[src/sha1_pkg.sv]
// sha1_pkg: shared types, constants and helpers of the sha-1 digest block
// no dependencies; used by sha1_sched, sha1_round and sha1_message_digest
`default_nettype none

package sha1_pkg;

   localparam int unsigned WORD_W   = 32;
   localparam int unsigned BLOCK_WORDS = 16;
   localparam int unsigned ROUNDS   = 80;

   // initial chaining words, h0 in the lowest slot
   localparam logic [4:0][31:0] SHA1_IV = {
      32'hC3D2E1F0, 32'h10325476, 32'h98BADCFE, 32'hEFCDAB89, 32'h67452301
   };

   // round constants, one for each group of twenty rounds
   localparam logic [3:0][31:0] SHA1_K = {
      32'hCA62C1D6, 32'h8F1BBCDC, 32'h6ED9EBA1, 32'h5A827999
   };

   // padding marker byte placed as the leading byte of a word
   localparam logic [31:0] PAD_MARK = 32'h8000_0000;

   // round function selectors
   localparam logic [1:0] PHASE_CH  = 2'd0;
   localparam logic [1:0] PHASE_PAR = 2'd1;
   localparam logic [1:0] PHASE_MAJ = 2'd2;
   localparam logic [1:0] PHASE_END = 2'd3;

   typedef enum logic [2:0] {
      ST_IDLE,
      ST_MARK,
      ST_ZERO,
      ST_LEN_HI,
      ST_LEN_LO,
      ST_ROUND,
      ST_FOLD,
      ST_OUT
   } sha1_state_type;

   // sequencer controls for the schedule and round datapath
   typedef struct packed {
      logic       load;   // copy chaining words into the working set
      logic       step;   // run one round
      logic       early;  // round below sixteen, schedule word taken as is
      logic [1:0] phase;  // round function group
      logic       fold;   // add working set into chaining words
      logic       init;   // restore initial chaining words
   } sha1_round_ctl_type;

   // mask that keeps the leading count bytes of a word
   function automatic logic [31:0] keep_mask(input logic [2:0] cnt);
      logic [31:0] m;
      unique case (cnt)
         3'd0:    m = 32'h0000_0000;
         3'd1:    m = 32'hFF00_0000;
         3'd2:    m = 32'hFFFF_0000;
         3'd3:    m = 32'hFFFF_FF00;
         default: m = 32'hFFFF_FFFF;
      endcase
      return m;
   endfunction

endpackage

`default_nettype wire

[src/sha1_sched.sv]
// sha1_sched: sixteen-word block buffer doubling as the message schedule window
// depends on sha1_pkg
`default_nettype none

module sha1_sched (
   input  wire logic                         clock,
   input  wire logic                         push_en,
   input  wire logic [31:0]                  push_word,
   input  wire sha1_pkg::sha1_round_ctl_type ctl,
   output logic [31:0]                       sched_word
);

   logic [sha1_pkg::BLOCK_WORDS-1:0][31:0] sched_ff;
   logic [sha1_pkg::BLOCK_WORDS-1:0][31:0] sched_in;
   logic [31:0] expand;

   // slot 0 holds the oldest word of the window
   always_comb begin
      expand     = sched_ff[13] ^ sched_ff[8] ^ sched_ff[2] ^ sched_ff[0];
      sched_word = ctl.early ? sched_ff[0] : {expand[30:0], expand[31]};
      sched_in   = sched_ff;
      if (push_en) begin
         sched_in = {push_word, sched_ff[sha1_pkg::BLOCK_WORDS-1:1]};
      end else if (ctl.step) begin
         sched_in = {sched_word, sched_ff[sha1_pkg::BLOCK_WORDS-1:1]};
      end
   end

   always_ff @(posedge clock) begin
      sched_ff <= sched_in;
   end

endmodule

`default_nettype wire

[src/sha1_round.sv]
// sha1_round: shared round unit with working words and chaining words
// depends on sha1_pkg
`default_nettype none

module sha1_round (
   input  wire logic                         clock,
   input  wire logic                         reset,
   input  wire sha1_pkg::sha1_round_ctl_type ctl,
   input  wire logic [31:0]                  sched_word,
   output logic [4:0][31:0]                  chain
);

   logic [4:0][31:0] work_ff;
   logic [4:0][31:0] work_in;
   logic [4:0][31:0] chain_ff;
   logic [4:0][31:0] chain_in;
   logic [31:0] a, b, c, d, e;
   logic [31:0] f;
   logic [31:0] t;

   always_comb begin
      a = work_ff[0];
      b = work_ff[1];
      c = work_ff[2];
      d = work_ff[3];
      e = work_ff[4];
      unique case (ctl.phase)
         sha1_pkg::PHASE_CH:  f = (b & c) | (~b & d);
         sha1_pkg::PHASE_MAJ: f = (b & c) | (b & d) | (c & d);
         sha1_pkg::PHASE_PAR,
         sha1_pkg::PHASE_END: f = b ^ c ^ d;
         default:             f = b ^ c ^ d;
      endcase
      t = {a[26:0], a[31:27]} + f + e + sched_word + sha1_pkg::SHA1_K[ctl.phase];

      work_in  = work_ff;
      chain_in = chain_ff;
      if (ctl.load) begin
         work_in = chain_ff;
      end
      if (ctl.step) begin
         work_in = {d, c, {b[1:0], b[31:2]}, a, t};
      end
      if (ctl.fold) begin
         for (int i = 0; i < 5; i++) begin
            chain_in[i] = chain_ff[i] + work_ff[i];
         end
      end
      if (ctl.init) begin
         chain_in = sha1_pkg::SHA1_IV;
      end
   end

   always_ff @(posedge clock) begin
      if (reset) begin
         chain_ff <= sha1_pkg::SHA1_IV;
      end else begin
         chain_ff <= chain_in;
      end
   end

   always_ff @(posedge clock) begin
      work_ff <= work_in;
   end

   assign chain = chain_ff;

endmodule

`default_nettype wire

[src/sha1_message_digest.sv]
// sha1_message_digest: streaming sha-1, byte packing, padding, sequencer, output
// depends on sha1_pkg, sha1_sched, sha1_round
//
//  channel | dir | beat fields (tdata low bit first)              | end mark
//  req_    | in  | data_word[31:0], byte_count[34:32], zero pad   | tlast = final_item
//  rsp_    | out | digest_word[31:0]                              | tlast = last_digest_word
//
//  a beat that fills the 64-byte block holds the input for 80 rounds of the single
//  round unit and a fold; the final beat adds a marker step, a step per zero word,
//  a step to leave the zero fill, the two length words, a compression per full block
//  and then 5 digest beats; synchronous active-high reset restores the initial
//  chaining words and empties the buffer; digest beats hold while rsp_tready is low,
//  and the next message is taken once the last digest word is in the output register
`default_nettype none

module sha1_message_digest (
   input  wire logic        clock,
   input  wire logic        reset,
   // input stream
   input  wire logic        req_tvalid,
   output logic             req_tready,
   input  wire logic [39:0] req_tdata,  // data_word[31:0], byte_count[34:32], zeros
   input  wire logic        req_tlast,  // final_item
   // digest stream
   output logic             rsp_tvalid,
   input  wire logic        rsp_tready,
   output logic [31:0]      rsp_tdata,  // digest_word[31:0]
   output logic             rsp_tlast   // last_digest_word
);

   sha1_pkg::sha1_state_type state_ff, state_in;
   sha1_pkg::sha1_state_type resume_ff, resume_in;
   sha1_pkg::sha1_state_type after;
   sha1_pkg::sha1_round_ctl_type ctl;

   logic [6:0]  round_ff, round_in;
   logic [3:0]  word_cnt_ff, word_cnt_in;   // full words held in the block buffer
   logic [1:0]  off_ff, off_in;             // bytes held in the partial word
   logic [31:0] partial_ff, partial_in;
   logic [63:0] bit_len_ff, bit_len_in;
   logic [2:0]  out_idx_ff, out_idx_in;
   logic        rsp_valid_ff, rsp_valid_in;
   logic [31:0] rsp_data_ff, rsp_data_in;
   logic        rsp_last_ff, rsp_last_in;

   logic        accept;
   logic [2:0]  in_cnt;
   logic [2:0]  mrg_cnt;
   logic [31:0] mrg_data;
   logic [63:0] mrg_acc;
   logic [2:0]  mrg_total;
   logic        merge_en;
   logic        push_en;
   logic [31:0] push_word;
   logic        block_full;
   logic        pad_done;
   logic        emit;
   logic        last_emit;
   logic [31:0] sched_word;
   logic [4:0][31:0] chain;

   assign req_tready = (state_ff == sha1_pkg::ST_IDLE);
   assign accept     = req_tvalid & req_tready;

   // byte packer: merge new leading bytes behind the partial word
   always_comb begin
      in_cnt    = (req_tdata[34:32] > 3'd4) ? 3'd4 : req_tdata[34:32];
      mrg_cnt   = (state_ff == sha1_pkg::ST_MARK) ? 3'd1 : in_cnt;
      mrg_data  = (state_ff == sha1_pkg::ST_MARK) ? sha1_pkg::PAD_MARK : req_tdata[31:0];
      mrg_acc   = {partial_ff, 32'h0}
                | ({mrg_data & sha1_pkg::keep_mask(mrg_cnt), 32'h0} >> {off_ff, 3'b000});
      mrg_total = {1'b0, off_ff} + mrg_cnt;
      pad_done  = (word_cnt_ff == 4'd14) && (off_ff == 2'd0);
      emit      = !rsp_valid_ff || rsp_tready;
      last_emit = emit && (out_idx_ff == 3'd4);
   end

   // sequencer outputs
   always_comb begin
      merge_en  = 1'b0;
      push_en   = 1'b0;
      push_word = mrg_acc[63:32];
      after     = state_ff;
      ctl       = '0;
      ctl.early = (round_ff < 7'd16);
      if (round_ff < 7'd20) begin
         ctl.phase = sha1_pkg::PHASE_CH;
      end else if (round_ff < 7'd40) begin
         ctl.phase = sha1_pkg::PHASE_PAR;
      end else if (round_ff < 7'd60) begin
         ctl.phase = sha1_pkg::PHASE_MAJ;
      end else begin
         ctl.phase = sha1_pkg::PHASE_END;
      end
      unique case (state_ff)
         sha1_pkg::ST_IDLE: begin
            merge_en = accept;
            push_en  = accept && mrg_total[2];
            if (accept) begin
               after = req_tlast ? sha1_pkg::ST_MARK : sha1_pkg::ST_IDLE;
            end
         end
         sha1_pkg::ST_MARK: begin
            merge_en = 1'b1;
            push_en  = mrg_total[2];
            after    = sha1_pkg::ST_ZERO;
         end
         sha1_pkg::ST_ZERO: begin
            push_en   = !pad_done;
            push_word = partial_ff;
            after     = pad_done ? sha1_pkg::ST_LEN_HI : sha1_pkg::ST_ZERO;
         end
         sha1_pkg::ST_LEN_HI: begin
            push_en   = 1'b1;
            push_word = bit_len_ff[63:32];
            after     = sha1_pkg::ST_LEN_LO;
         end
         sha1_pkg::ST_LEN_LO: begin
            push_en   = 1'b1;
            push_word = bit_len_ff[31:0];
            after     = sha1_pkg::ST_OUT;
         end
         sha1_pkg::ST_ROUND: ctl.step = 1'b1;
         sha1_pkg::ST_FOLD:  ctl.fold = 1'b1;
         sha1_pkg::ST_OUT:   ctl.init = last_emit;
         default: ;
      endcase
      block_full = push_en && (word_cnt_ff == 4'd15);
      ctl.load   = block_full;
   end

   // next state
   always_comb begin
      state_in  = state_ff;
      resume_in = resume_ff;
      unique case (state_ff)
         sha1_pkg::ST_IDLE,
         sha1_pkg::ST_MARK,
         sha1_pkg::ST_ZERO,
         sha1_pkg::ST_LEN_HI,
         sha1_pkg::ST_LEN_LO: begin
            if (block_full) begin
               state_in  = sha1_pkg::ST_ROUND;
               resume_in = after;
            end else begin
               state_in = after;
            end
         end
         sha1_pkg::ST_ROUND: begin
            if (round_ff == 7'(sha1_pkg::ROUNDS - 1)) begin
               state_in = sha1_pkg::ST_FOLD;
            end
         end
         sha1_pkg::ST_FOLD: state_in = resume_ff;
         sha1_pkg::ST_OUT: begin
            if (last_emit) begin
               state_in = sha1_pkg::ST_IDLE;
            end
         end
         default: state_in = sha1_pkg::ST_IDLE;
      endcase
   end

   // counters, packer and digest register
   always_comb begin
      round_in    = round_ff;
      word_cnt_in = word_cnt_ff;
      off_in      = off_ff;
      partial_in  = partial_ff;
      bit_len_in  = bit_len_ff;
      out_idx_in  = out_idx_ff;
      rsp_data_in = rsp_data_ff;
      rsp_last_in = rsp_last_ff;
      rsp_valid_in = rsp_valid_ff && !rsp_tready;

      if (state_ff == sha1_pkg::ST_ROUND) begin
         round_in = (round_ff == 7'(sha1_pkg::ROUNDS - 1)) ? 7'd0 : round_ff + 7'd1;
      end
      if (push_en) begin
         word_cnt_in = word_cnt_ff + 4'd1;   // wraps to zero on a full block
      end
      if (merge_en) begin
         off_in     = mrg_total[1:0];
         partial_in = mrg_total[2] ? mrg_acc[31:0] : mrg_acc[63:32];
      end else if (state_ff == sha1_pkg::ST_ZERO && push_en) begin
         off_in     = 2'd0;
         partial_in = 32'h0;
      end
      if (accept) begin
         bit_len_in = bit_len_ff + {58'd0, in_cnt, 3'b000};
      end
      if (state_ff == sha1_pkg::ST_OUT && emit) begin
         rsp_valid_in = 1'b1;
         rsp_data_in  = chain[out_idx_ff];
         rsp_last_in  = (out_idx_ff == 3'd4);
         out_idx_in   = (out_idx_ff == 3'd4) ? 3'd0 : out_idx_ff + 3'd1;
      end
      if (ctl.init) begin
         bit_len_in  = 64'd0;
         word_cnt_in = 4'd0;
         off_in      = 2'd0;
         partial_in  = 32'h0;
      end
   end

   always_ff @(posedge clock) begin
      if (reset) begin
         state_ff     <= sha1_pkg::ST_IDLE;
         resume_ff    <= sha1_pkg::ST_IDLE;
         round_ff     <= 7'd0;
         word_cnt_ff  <= 4'd0;
         off_ff       <= 2'd0;
         partial_ff   <= 32'h0;
         bit_len_ff   <= 64'd0;
         out_idx_ff   <= 3'd0;
         rsp_valid_ff <= 1'b0;
      end else begin
         state_ff     <= state_in;
         resume_ff    <= resume_in;
         round_ff     <= round_in;
         word_cnt_ff  <= word_cnt_in;
         off_ff       <= off_in;
         partial_ff   <= partial_in;
         bit_len_ff   <= bit_len_in;
         out_idx_ff   <= out_idx_in;
         rsp_valid_ff <= rsp_valid_in;
      end
   end

   // digest payload, no reset
   always_ff @(posedge clock) begin
      rsp_data_ff <= rsp_data_in;
      rsp_last_ff <= rsp_last_in;
   end

   assign rsp_tvalid = rsp_valid_ff;
   assign rsp_tdata  = rsp_data_ff;
   assign rsp_tlast  = rsp_last_ff;

   sha1_sched u_sched (
      .clock      (clock),
      .push_en    (push_en),
      .push_word  (push_word),
      .ctl        (ctl),
      .sched_word (sched_word)
   );

   sha1_round u_round (
      .clock      (clock),
      .reset      (reset),
      .ctl        (ctl),
      .sched_word (sched_word),
      .chain      (chain)
   );

`ifndef ASSERT_OFF
   // round counter only moves inside a compression
   a_round_idle: assert property (@(posedge clock) disable iff (reset)
      state_ff != sha1_pkg::ST_ROUND |-> round_ff == 7'd0)
      else $error("round counter moved outside a compression");

   // fold returns to the step that filled the block
   a_fold_resume: assert property (@(posedge clock) disable iff (reset)
      state_ff == sha1_pkg::ST_FOLD |=> state_ff == $past(resume_ff))
      else $error("fold did not resume the interrupted step");

   // length words land exactly at byte 56 of the block
   a_len_pos: assert property (@(posedge clock) disable iff (reset)
      state_ff == sha1_pkg::ST_LEN_HI |-> word_cnt_ff == 4'd14 && off_ff == 2'd0)
      else $error("length words misplaced in padded block");

   // digest is read only from an empty buffer
   a_out_empty: assert property (@(posedge clock) disable iff (reset)
      state_ff == sha1_pkg::ST_OUT |-> word_cnt_ff == 4'd0 && off_ff == 2'd0)
      else $error("digest emitted with data left in the buffer");

   // a block enters compression only on its sixteenth word
   a_load_full: assert property (@(posedge clock) disable iff (reset)
      ctl.load |=> state_ff == sha1_pkg::ST_ROUND && word_cnt_ff == 4'd0)
      else $error("compression started on a partial block");
`endif

endmodule

`default_nettype wire
[config.mk]
export PLATFORM = sky130hd
export DESIGN_NAME = sha1_message_digest
export DESIGN_NICKNAME = d
export VERILOG_FILES = /design/src/sha1_pkg.sv /design/src/sha1_sched.sv /design/src/sha1_round.sv /design/src/sha1_message_digest.sv
export SDC_FILE = /design/constraint.sdc
export NUM_CORES = 2
export LEC_CHECK = 0
export BUFFER_PORTS_ARGS = -buffer_cell sky130_fd_sc_hd__buf_4
export CORE_MARGIN = 5
export CORE_UTILIZATION = 30
export DETAILED_ROUTE_END_ITERATION = 10
export MAX_ROUTING_LAYER = met4
export PLACE_DENSITY_LB_ADDON = 0.25
export RECOVER_POWER = 100
export SLEW_MARGIN = 20
export SYNTH_ARGS = -nofsm -noshare
export SYNTH_HDL_FRONTEND = slang
export SYNTH_SLANG_ARGS = --single-unit
[constraint.sdc]
create_clock -name clock -period 37 [get_ports clock]
set_input_delay 1.85 -clock clock [delete_from_list [all_inputs] [get_ports clock]]
set_output_delay 1.85 -clock clock [all_outputs]
set_load 0.03 [all_outputs]
==> impl_results.md <==
- Run status: complete, but fails checks
- Violations in the final reports: max-capacitance violations, max-slew violations
- Nets: 5128
- Post-layout total power: 2.705 mW
- Relative contribution of sequential cells to total power: 50.1%
- Arrival time at the worst endpoint: 14080 ps
- Number of max-cap violations: 23
- Clock tree from TritonCTS: done
- Cell with the biggest individual delay on the critical path: sky130_fd_sc_hd__clkbuf_1
- Count of flip-flops with a built-in enable after synthesis: 705
- HPWL reported at the end of detailed placement: 98.15 mm
- Ys flop type: sky130_fd_sc_hd__edfxtp_1
- Setup-violating endpoint count in the final report: 0
- Slew at the pin closest to its max-slew limit: 9570 ps
- Area taken by multi-input logic gates: 22250 sq um
- Max-slew headroom: -538.0%
- Mean routed wirelength per cell: 20.43 microns
- Unique cell type count in the Yosys netlist: 90
- Number of buffers on the longest clock path: 3
- Layout cell share with drive strength beyond 1: 5.835%
- Overall die area: 176900 sq um
- Async set or reset register ratio after synthesis: 0%
- Number of gates resized after cts: 0
- Skew final: 42.34 ps
- Time the final worst path needs with I/O delays and setup: 14040 ps
- Wire length of the first global-routing pass: 213.7 mm
- Critical path required time: 37040 ps
- Post-synthesis area per instance: 10.79 sq um
- Beginning of the worst hold path: u_sched.sched_ff[485]
- Number of antenna violations at the first check in global routing: 5
- Overall global routing resource usage: 16.32%
- Power Dens Cells: 47.53 nW/um^2
- Total number of vias: 35176
- Max-slew violation count: 1442
- Setup TNS: 0 ps
- Worst setup path class: reg -> reg
- Relative contribution of the clock network to total power: 40.6%
- Number of buffers inserted for hold repair after clock tree synthesis: 0
- Overall routed net length: 143.5 mm
- Drt first-iter violations: 2776
- Cell class contributing the biggest share of worst-path delay: buffers and inverters
- Part of the Yosys area used for sequential elements: 52.78%
- Count of mapped cells out of synthesis: 4686
- Logic gate share of total power: 9.2%
- Leak Pwr: 21.34 nW
- Die Span X: 420.6 microns
- Number of top-level pins: 80
- Sort of element at the start of the critical path: flop
- Area of the core: 167400 sq um
- Clock-pin slew of the registers on the worst-case setup and hold paths: 60 ps
- CP Capture Type: flop
- Cells traversed along the worst timing path: clkbuf_1 -> or2_2 -> nor2_1 -> nand2_1 -> nand2_1 -> and2_0 -> nor3_1 -> nand2_1 -> clkbuf_1
- Number of global-route vias before repair: 33761
- Placement Rows: 150
- Layout Area Growth over Synthesis: 12.51%
- Number of setup buffers added after CTS: 0
- Maximum number of pins on one net before global-route repair: 193
- Count of filler cells inserted in the layout: 16748
- Final estimated routing congestion in global placement: 0.8954
- Starting utilization of the core area: 30.21%
- Class of the tightest hold or removal check: reg -> reg
- Synth Warn #: 0
- Post-route antenna net violation count: 0
- Internal Power: 2.032 mW
- Total overflow reported by the global router: 0
- Flops & latches, synth: 981
- # H-tree levels: 3
- Total area of sequential cells: 26700 sq um
- Sw Ratio: 24.88%
- FMAX: 71.23 MHz
- # port buffers: 74
- DRT Pass-1 Iters: 8
- Combined area of all synthesized cells: 50580 sq um
- DRC violations left: 0
- Setup repair after global routing missed its margin: no
- Number of buffers created by CTS: 106
- Switching pwr: 0.6728 mW
- Buffers & Inverters on Critical Path: 2
- Clk Latency, worst-skew pair: 740 ps
- Number of vias per cell: 5.009
- Source of the critical timing path: state_ff[0]
- Final hold vios: 0
- Largest stage delay on the critical path: 6670 ps
- Startpoint of the most critical register-to-register path: state_ff[0]
- Final critical-path share of the clock period: 37.95%
- CTS root buf: sky130_fd_sc_hd__clkbuf_16
- Number of sinks handled by clock tree synthesis: 981
- Vertical die dimension: 420.6 microns
- Crit-path most repeated cell: sky130_fd_sc_hd__nand2_1
- Net count of the mapped netlist: 5089
- IR drop worst, VDD: 39.82 uV
- Maximum fanout encountered on the critical timing path: 192
==> synthesized netlist by cell type, types with 8 or more instances <==
library cell	number	area (sq um)
sky130_fd_sc_hd__nand2_1	785	2947
sky130_fd_sc_hd__edfxtp_1	705	21170
sky130_fd_sc_hd__nor2_1	349	1310
sky130_fd_sc_hd__a21oi_1	339	1697
sky130_fd_sc_hd__dfxtp_1	276	5525
sky130_fd_sc_hd__inv_1	262	983.4
sky130_fd_sc_hd__o21ai_0	262	1311
sky130_fd_sc_hd__ha_1	231	2890
sky130_fd_sc_hd__xnor2_1	190	1664
sky130_fd_sc_hd__clkbuf_1	154	578.1
sky130_fd_sc_hd__fa_1	127	2542
sky130_fd_sc_hd__xor2_1	110	963.4
sky130_fd_sc_hd__a21o_1	69	518.0
sky130_fd_sc_hd__nor2b_1	60	375.4
sky130_fd_sc_hd__nand3_1	55	275.3
sky130_fd_sc_hd__nor3_1	48	240.2
sky130_fd_sc_hd__mux2i_1	45	450.4
sky130_fd_sc_hd__a211oi_1	43	322.8
sky130_fd_sc_hd__o211ai_1	43	322.8
sky130_fd_sc_hd__or3_1	38	237.7
sky130_fd_sc_hd__a22oi_1	35	262.8
sky130_fd_sc_hd__and3_1	35	219.0
sky130_fd_sc_hd__mux4_2	32	720.7
sky130_fd_sc_hd__nand2b_1	32	200.2
sky130_fd_sc_hd__nand4_1	26	162.7
sky130_fd_sc_hd__o21a_1	25	187.7
sky130_fd_sc_hd__a31oi_1	24	150.1
sky130_fd_sc_hd__o21bai_1	23	172.7
sky130_fd_sc_hd__o221ai_1	22	192.7
sky130_fd_sc_hd__buf_1	18	67.56
sky130_fd_sc_hd__o32ai_1	17	148.9
sky130_fd_sc_hd__a22o_1	16	140.1
sky130_fd_sc_hd__and2_1	15	93.84
sky130_fd_sc_hd__a221oi_1	14	122.6
sky130_fd_sc_hd__o32a_1	13	130.1
sky130_fd_sc_hd__o31ai_1	12	90.09
sky130_fd_sc_hd__o22ai_1	10	62.56
sky130_fd_sc_hd__nor4_1	9	56.30
sky130_fd_sc_hd__a211o_1	8	70.07
==> final cells by class <==
| cell class | count | share of cell area (%) |
|---|---|---|
| clock inverters | 64 | 1.383 |
| well taps | 2204 | 4.846 |
| inverters | 263 | 1.735 |
| repair buffers | 108 | 1.091 |
| flip-flops and latches | 981 | 46.92 |
| clock buffers | 135 | 4.923 |
| diodes | 2 | 0.008795 |
| multi-input cells | 3265 | 39.10 |
==> cells in the final DEF (no fill, tap or decap), drive strengths merged, types with 48 or more instances in the layout <==
master  synthesis  routed
clkbuf        154     189
nor2          349     349
a21oi         340     340
nor3           48      48
ha            231     231
xnor2         191     191
nor2b          60      60
dfxtp         276     276
inv           262     264
fa            127     127
nand3          56      56
buf            23      54
nand2         785     785
a21o           69      69
xor2          110     110
edfxtp        705     705
o21ai         265     265
==> per-layer routing <==
metal | global-route usage (%) | up-vias | routed length, microns
met1 | 21.50 | 17377 | 65290
met5 | - | - | 0
met2 | 25.28 | 842 | 65360
met4 | 7.260 | 0 | 6181
met3 | 2.098 | 229 | 6639
li1 | - | 16728 | -
==> worst reg2reg max path, stage by stage, from the launching register on <==
cell	delay [ps]
sky130_fd_sc_hd__dfxtp_1	310
sky130_fd_sc_hd__clkbuf_1	1220
sky130_fd_sc_hd__or2_2	810
sky130_fd_sc_hd__nor2_1	320
sky130_fd_sc_hd__nand2_1	270
sky130_fd_sc_hd__nand2_1	450
sky130_fd_sc_hd__and2_0	640
sky130_fd_sc_hd__nor3_1	180
sky130_fd_sc_hd__nand2_1	2140
sky130_fd_sc_hd__clkbuf_1	6690
==> kinds of logic (layout without fill, tap and decap cells) <==
kind of cell	after synthesis	after routing	synth area share [%]
AND/OR/NAND/NOR	1488	1488	12.70
AO/OA/AOI/OAI	1039	1039	12.91
flip-flops	981	981	52.78
buffers and inverters	440	570	3.283
adder cells (fa/ha/maj)	358	358	10.74
XOR/XNOR	301	301	5.227
multiplexers	79	79	2.360
other	0	2	0
==> power groups by stage <==
stage          sequential (mW)  clock, mW  combinational, mW
2_1_floorplan             1.40          0              0.174
3_3_place_gp              1.36          0              0.251
3_5_place_dp              1.36          0              0.253
4_1_cts                   1.34       1.13              0.254
5_1_grt                   1.37       1.18              0.274
6_report                  1.36       1.10              0.249
==> final timing paths <==
kind,endpoint,slack (ps),cells after the start
setup reg to reg,u_sched.sched_ff[414],22960,9
hold / removal,u_sched.sched_ff[453],390,0
hold reg to reg,u_sched.sched_ff[453],390,0
setup / recovery,u_sched.sched_ff[414],22960,9
==> sequential cells by signal, indices dropped and copies added, names as in the netlist, 4 cells and up <==
name and cells:
bit_len_ff 61, u_round.c 32, rsp_tdata 32, u_round.e 32, u_sched.sched_ff 512, u_round.chain 160, word_cnt_ff 4, u_round.a 32
u_round.d 32, u_round.b 32, partial_ff 32, round_ff 7
==> stage by stage <==
stage | instance area (sq um) | setup slack, ps | hold slack (ps) | util (%) | std cells
floorplan | 50580 | 21270 | 400.3 | - | 4686
global placement | 53580 | 28850 | 400.2 | 32.01 | 6821
detailed placement | 53590 | 28870 | 404.5 | 32.01 | 6821
CTS | 57170 | 29380 | 390.8 | 34.15 | 7020
global route | 56900 | 21700 | 395.3 | 33.99 | 7022
finish | 56900 | 22960 | 391.7 | 33.99 | 7022
Power figures use the tool's default switching activity.
